--- config.mk ---
export PLATFORM = sky130hd
export DESIGN_NAME = cabs_iou
export DESIGN_NICKNAME = d
export VERILOG_FILES = /design/src/hw/rtl/cabs_pkg.sv /design/src/hw/rtl/cabs_iou.sv
export SDC_FILE = /design/constraint.sdc
export NUM_CORES = 2
export LEC_CHECK = 0
export BUFFER_PORTS_ARGS = -buffer_cell sky130_fd_sc_hd__buf_2
export CORE_UTILIZATION = 55
export CTS_BUF_LIST = sky130_fd_sc_hd__clkbuf_4
export DETAILED_ROUTE_END_ITERATION = 10
export PLACE_DENSITY = 0.72
export SLEW_MARGIN = 30
export SYNTH_ARGS = -nofsm -noshare
export SYNTH_HDL_FRONTEND = slang
export SYNTH_SLANG_ARGS = --single-unit
--- constraint.sdc ---
create_clock -name clk -period 8.3 [get_ports clk]
set_input_delay 1.66 -clock clk [delete_from_list [all_inputs] [get_ports clk]]
set_output_delay 1.66 -clock clk [all_outputs]
set_load 0.01 [all_outputs]
--- src/hw/rtl/cabs_pkg.sv ---
// ----------------------------------------------------------------------------
// cabs_pkg
// shared types and constants of the per-class box suppression block
// ----------------------------------------------------------------------------
package cabs_pkg;

	localparam int MAX_BOXES   = 64;
	localparam int CLASS_COUNT = 256;
	localparam int IDX_W       = $clog2(MAX_BOXES);
	localparam int CNT_W       = $clog2(MAX_BOXES + 1);
	localparam int THR_W       = 17;
	localparam int ADDR_W      = 2;
	localparam int DATA_W      = 32;

	localparam logic [THR_W-1:0]  THR_RESET   = THR_W'(29491);
	localparam logic [ADDR_W-1:0] REG_IOU_THR = ADDR_W'(0);

	typedef struct packed {
		logic signed [15:0] x1;
		logic signed [15:0] y1;
		logic signed [15:0] x2;
		logic signed [15:0] y2;
	} corners_t;

	typedef struct packed {
		logic signed [15:0] in_x1;
		logic signed [15:0] in_y1;
		logic signed [15:0] in_x2;
		logic signed [15:0] in_y2;
		logic [15:0]        in_score;
		logic [7:0]         in_class;
		logic               in_last_box;
	} box_in_t;

	typedef struct packed {
		logic signed [15:0] out_x1;
		logic signed [15:0] out_y1;
		logic signed [15:0] out_x2;
		logic signed [15:0] out_y2;
		logic [15:0]        out_score;
		logic [7:0]         out_class;
		logic               out_last_kept;
		logic               out_overflow;
	} box_out_t;

	typedef struct packed {
		corners_t    corners;
		logic [15:0] score;
		logic [7:0]  cls;
	} entry_t;

	typedef struct packed {
		logic             vld;
		logic [IDX_W-1:0] idx;
	} cabs_tag_t;

	typedef enum logic [1:0] {
		ST_LOAD,
		ST_FIND,
		ST_SUPP,
		ST_EMIT
	} cabs_state_t;

endpackage

--- src/hw/rtl/cabs_iou.sv ---
// ----------------------------------------------------------------------------
// cabs_iou
// pipelined overlap test: intersection * 65536 > threshold * union
// ----------------------------------------------------------------------------
module cabs_iou (
	input  logic                       clk,
	input  logic                       arst_n,
	input  cabs_pkg::cabs_tag_t        req,
	input  cabs_pkg::corners_t         a,
	input  cabs_pkg::corners_t         b,
	input  logic [cabs_pkg::THR_W-1:0] thr,
	output cabs_pkg::cabs_tag_t        rsp,
	output logic                       hit,
	output logic                       busy
);
	import cabs_pkg::*;

	function automatic logic [15:0] span(input logic signed [15:0] lo,
			input logic signed [15:0] hi);
		logic signed [16:0] diff;
		diff = 17'(hi) - 17'(lo);
		return (hi > lo) ? diff[15:0] : 16'd0;
	endfunction

	cabs_tag_t tag_s1, tag_s2, tag_s3, tag_s4;

	logic signed [15:0] ix1, iy1, ix2, iy2;
	logic [15:0] iw_s1, ih_s1, aw_s1, ah_s1, bw_s1, bh_s1;
	logic [31:0] inter_s2, area_a_s2, area_b_s2;
	logic [32:0] uni_s3;
	logic [31:0] inter_s3;
	logic [49:0] rhs_s4;
	logic [47:0] lhs_s4;
	logic        pos_s4;

	always_comb begin
		ix1 = (a.x1 > b.x1) ? a.x1 : b.x1;
		iy1 = (a.y1 > b.y1) ? a.y1 : b.y1;
		ix2 = (a.x2 < b.x2) ? a.x2 : b.x2;
		iy2 = (a.y2 < b.y2) ? a.y2 : b.y2;
	end

	always_ff @(posedge clk or negedge arst_n) begin
		if (!arst_n) begin
			tag_s1 <= '0;
			tag_s2 <= '0;
			tag_s3 <= '0;
			tag_s4 <= '0;
		end else begin
			tag_s1 <= req;
			tag_s2 <= tag_s1;
			tag_s3 <= tag_s2;
			tag_s4 <= tag_s3;
		end
	end

	always_ff @(posedge clk) begin
		iw_s1     <= span(ix1, ix2);
		ih_s1     <= span(iy1, iy2);
		aw_s1     <= span(a.x1, a.x2);
		ah_s1     <= span(a.y1, a.y2);
		bw_s1     <= span(b.x1, b.x2);
		bh_s1     <= span(b.y1, b.y2);
		inter_s2  <= iw_s1 * ih_s1;
		area_a_s2 <= aw_s1 * ah_s1;
		area_b_s2 <= bw_s1 * bh_s1;
		uni_s3    <= 33'(area_a_s2) + 33'(area_b_s2) - 33'(inter_s2);
		inter_s3  <= inter_s2;
		rhs_s4    <= 50'(thr) * 50'(uni_s3);
		lhs_s4    <= {inter_s3, 16'd0};
		pos_s4    <= (inter_s3 != 32'd0);
	end

	// union is positive whenever the intersection is
	assign hit  = pos_s4 && (50'(lhs_s4) > rhs_s4);
	assign rsp  = tag_s4;
	assign busy = tag_s1.vld | tag_s2.vld | tag_s3.vld | tag_s4.vld;

endmodule

==> flow_summary.toml <==
[run_status]
status = "complete, no violations"

[setup_path]
cp-endpoint = "rhs_s4[36]$_DFF_P_"
r2r-start = "bh_s1[2]$_SDFF_PP0_"
crit_required_ns = 9.13
startpoint_type = "input pin"
cp-end-kind = "flip-flop"
reg2reg_slack_ns = 0.98
cp_max_fo = 18
crit_start = "thr[2]"
cp.arrival_ns = 8.28
r2r_cells = 21
criticalPathCategory = "input pin to flip-flop"
r2r-end = "area_b_s2[30]$_DFF_P_"

[floorplan]
rows = 121
start_util_pct = 55.54
die_h_microns = 333.8
dieArea_sq_um = 111400
die_w_microns = 333.8
coreArea_sq_um = 109000
ioPinCount = 163

[clock_network]
cts.clk_slew.worst_paths_ns = 0.06
cts_tree = "yes"
htreeDepth = 3
ctsLongestPathBuffers = 3
root_buffer = "clkbuf_4"
cts_resized = 0
clkLatencyLatePin_ns = 0.90
post_cts_buffers = 0
postCtsHoldBufs = 0
clock_sinks = 368
cts_made_buffers = 96

[grt]
antenna_found_initial = 7
overflow = 0
grt_usage_pct = 30.19
grt_max_degree = 31
grt_pass1_vias = 49440
grt_pass1_wl_mm = 263.0

[detailed_routing]
first_iter_violations = 3118
wirelength_mm = 162.4
dr.pass1.iters = 6
wire_per_inst_microns = 19.23
remaining_drc_errors = 0
vias_per_cell = 5.451
via_count = 46030
drtAntennaViolNets = 0

[place]
gp_congestion = 1.001
io_buffers = 162
dp_hpwl_mm = 132.0

[yosys]
synth.area.top_cells = "fa_1 (36%), ha_1 (14%), dfxtp_1 (11%), inv_1 (9.6%), nand2_1 (5.9%)"
syn_area_sq_um = 60540
syn_avg_cell_area_sq_um = 8.888
synth_area_leader_cell = "fa_1"
synth_seq_cells = 368
synth_top_area_share_pct = 35.85
synth_cell_type_count = 67
syn_inst = 6811
synth-edff-count = 0
yosysSeqAreaShare_pct = 12.40
synthArstFlopShare_pct = 7.609
ys.flop_type = "dfxtp_1"
yosysWarnings = 0
synth_fp_nets = 8708

[timing]
tns_ns = 0
min_period_ns = 7.453
drv_slew = 0
max_freq_ghz = 0.1342
fin_skew_ns = 0.08404
rsz0062_at_grt = "false"
setup_viol = 0
tightest_slew_ns = 1.082
period_share_pct = 89.80
slew_headroom_pct = 27.77
hold_viol = 0

[finish]
drive_above_1_share_pct = 6.408
final-seq-area_sq_um = 7508
final_common_cell = "inv_1"
final_cell_mix = "inv_1 (1556), fa_1 (1084), nand2_1 (948)"
final_core_util_pct = 59.13
syn2layout_area_growth_pct = 6.465
fill_cells = 9628
final_nets = 8840
multiInputGateArea_sq_um = 46420

[min_path]
hold_path_class = "flip-flop to flip-flop"

[run]
maxCapViolCount = 0
[cell type report]
class / instances / share of cell area [%]
Sequential cell: 368 / 11.65
Clock inverter: 53 / 0.7707
Antenna cell: 7 / 0.02718
Multi-Input combinational cell: 4677 / 72.03
Tap cell: 1414 / 2.745
Clock buffer: 124 / 1.444
Timing Repair Buffer: 244 / 2.271
Inverter: 1556 / 9.062
[critical path, cell delays in order]
cell and delay (ns):
buf_2 0.38, buf_4 0.37, nand2_1 0.13, fa_1 0.56
fa_1 0.52, fa_1 0.51, inv_1 0.05, fa_1 0.49
fa_1 0.49, inv_1 0.05, fa_1 0.47, inv_1 0.04
ha_1 0.33, a21oi_1 0.19, o21ai_0 0.17, nor3_1 0.33
o31ai_1 0.10, buf_4 0.15, a221o_1 0.39, a41o_1 0.28
a2111oi_0 0.42, nand3b_1 0.17
[state kept, by name, indices dropped and copies added, names as in the netlist, 16 cells and up]
register / cells
rhs_s4: 50
area_b_s2: 32
aw_s1: 16
lhs_s4: 32
inter_s2: 32
iw_s1: 16
ah_s1: 16
bw_s1: 16
inter_s3: 32
ih_s1: 16
bh_s1: 16
uni_s3: 33
area_a_s2: 32
[cells in the mapped netlist, types with 39 or more instances]
cell type     n
inv_1      1556
fa_1       1084
nand2_1     948
ha_1        659
and2_1      489
dfxtp_1     340
nor2_1      220
clkbuf_1    206
a21oi_1     203
a21o_1      157
xnor2_1     136
o21ai_0     111
xor2_1       95
nand4_1      57
nor2b_1      53
nor3_1       42
nand2b_1     39
[routing by layer]
| layer | global-route usage (%) | wire [microns] | vias up |
|---|---|---|---|
| met4 | 17.59 | 10830 | 4 |
| li1 | - | - | 21060 |
| met3 | 4.326 | 12140 | 485 |
| met5 | 0 | 35 | - |
| met2 | 49.84 | 75000 | 1953 |
| met1 | 37.90 | 64380 | 22520 |
[logic make-up after synthesis]
group / share of synthesized area [%]
AND/OR/NAND/NOR: 15.24
buffers and inverters: 10.95
XOR/XNOR: 3.342
multiplexers: 1.186
flip-flops: 12.40
AO/OA/AOI/OAI: 7.407
adder cells (fa/ha/maj): 49.47
[stage by stage]
stage          std cells  setup WS, ns  instance area [sq um]  hold slack (ns)
4_1_cts             8436         1.034                  64420           0.2968
2_1_floorplan       6811        0.8524                  60540           0.3308
5_1_grt             8438        0.6455                  64440           0.3087
3_5_place_dp        8259       0.08067                  63000           0.3347
3_3_place_gp        8259        0.2478                  62990           0.3313
6_report            8443        0.8465                  64450           0.3016
[worst min path at each step]
| stage | endpoint | slack [ns] | start | cells after the start |
|---|---|---|---|---|
| finish | lhs_s4[20]$_DFF_P_ | 0.30 | inter_s3[4]$_DFF_P_ | 0 |
| floorplan | inter_s3[31]$_DFF_P_ | 0.33 | inter_s2[31]$_DFF_P_ | 0 |
| CTS | lhs_s4[20]$_DFF_P_ | 0.30 | inter_s3[4]$_DFF_P_ | 0 |
| detailed placement | rsp[5]$_DFF_PN0_ | 0.33 | tag_s3[5]$_DFF_PN0_ | 0 |
| global route | lhs_s4[20]$_DFF_P_ | 0.31 | inter_s3[4]$_DFF_P_ | 0 |
| global placement | tag_s2[3]$_DFF_PN0_ | 0.33 | tag_s1[3]$_DFF_PN0_ | 0 |
Power is left out: the tool's default activity adds up to more than one toggle a clock period on the data nets, which glitch-free logic cannot reach.
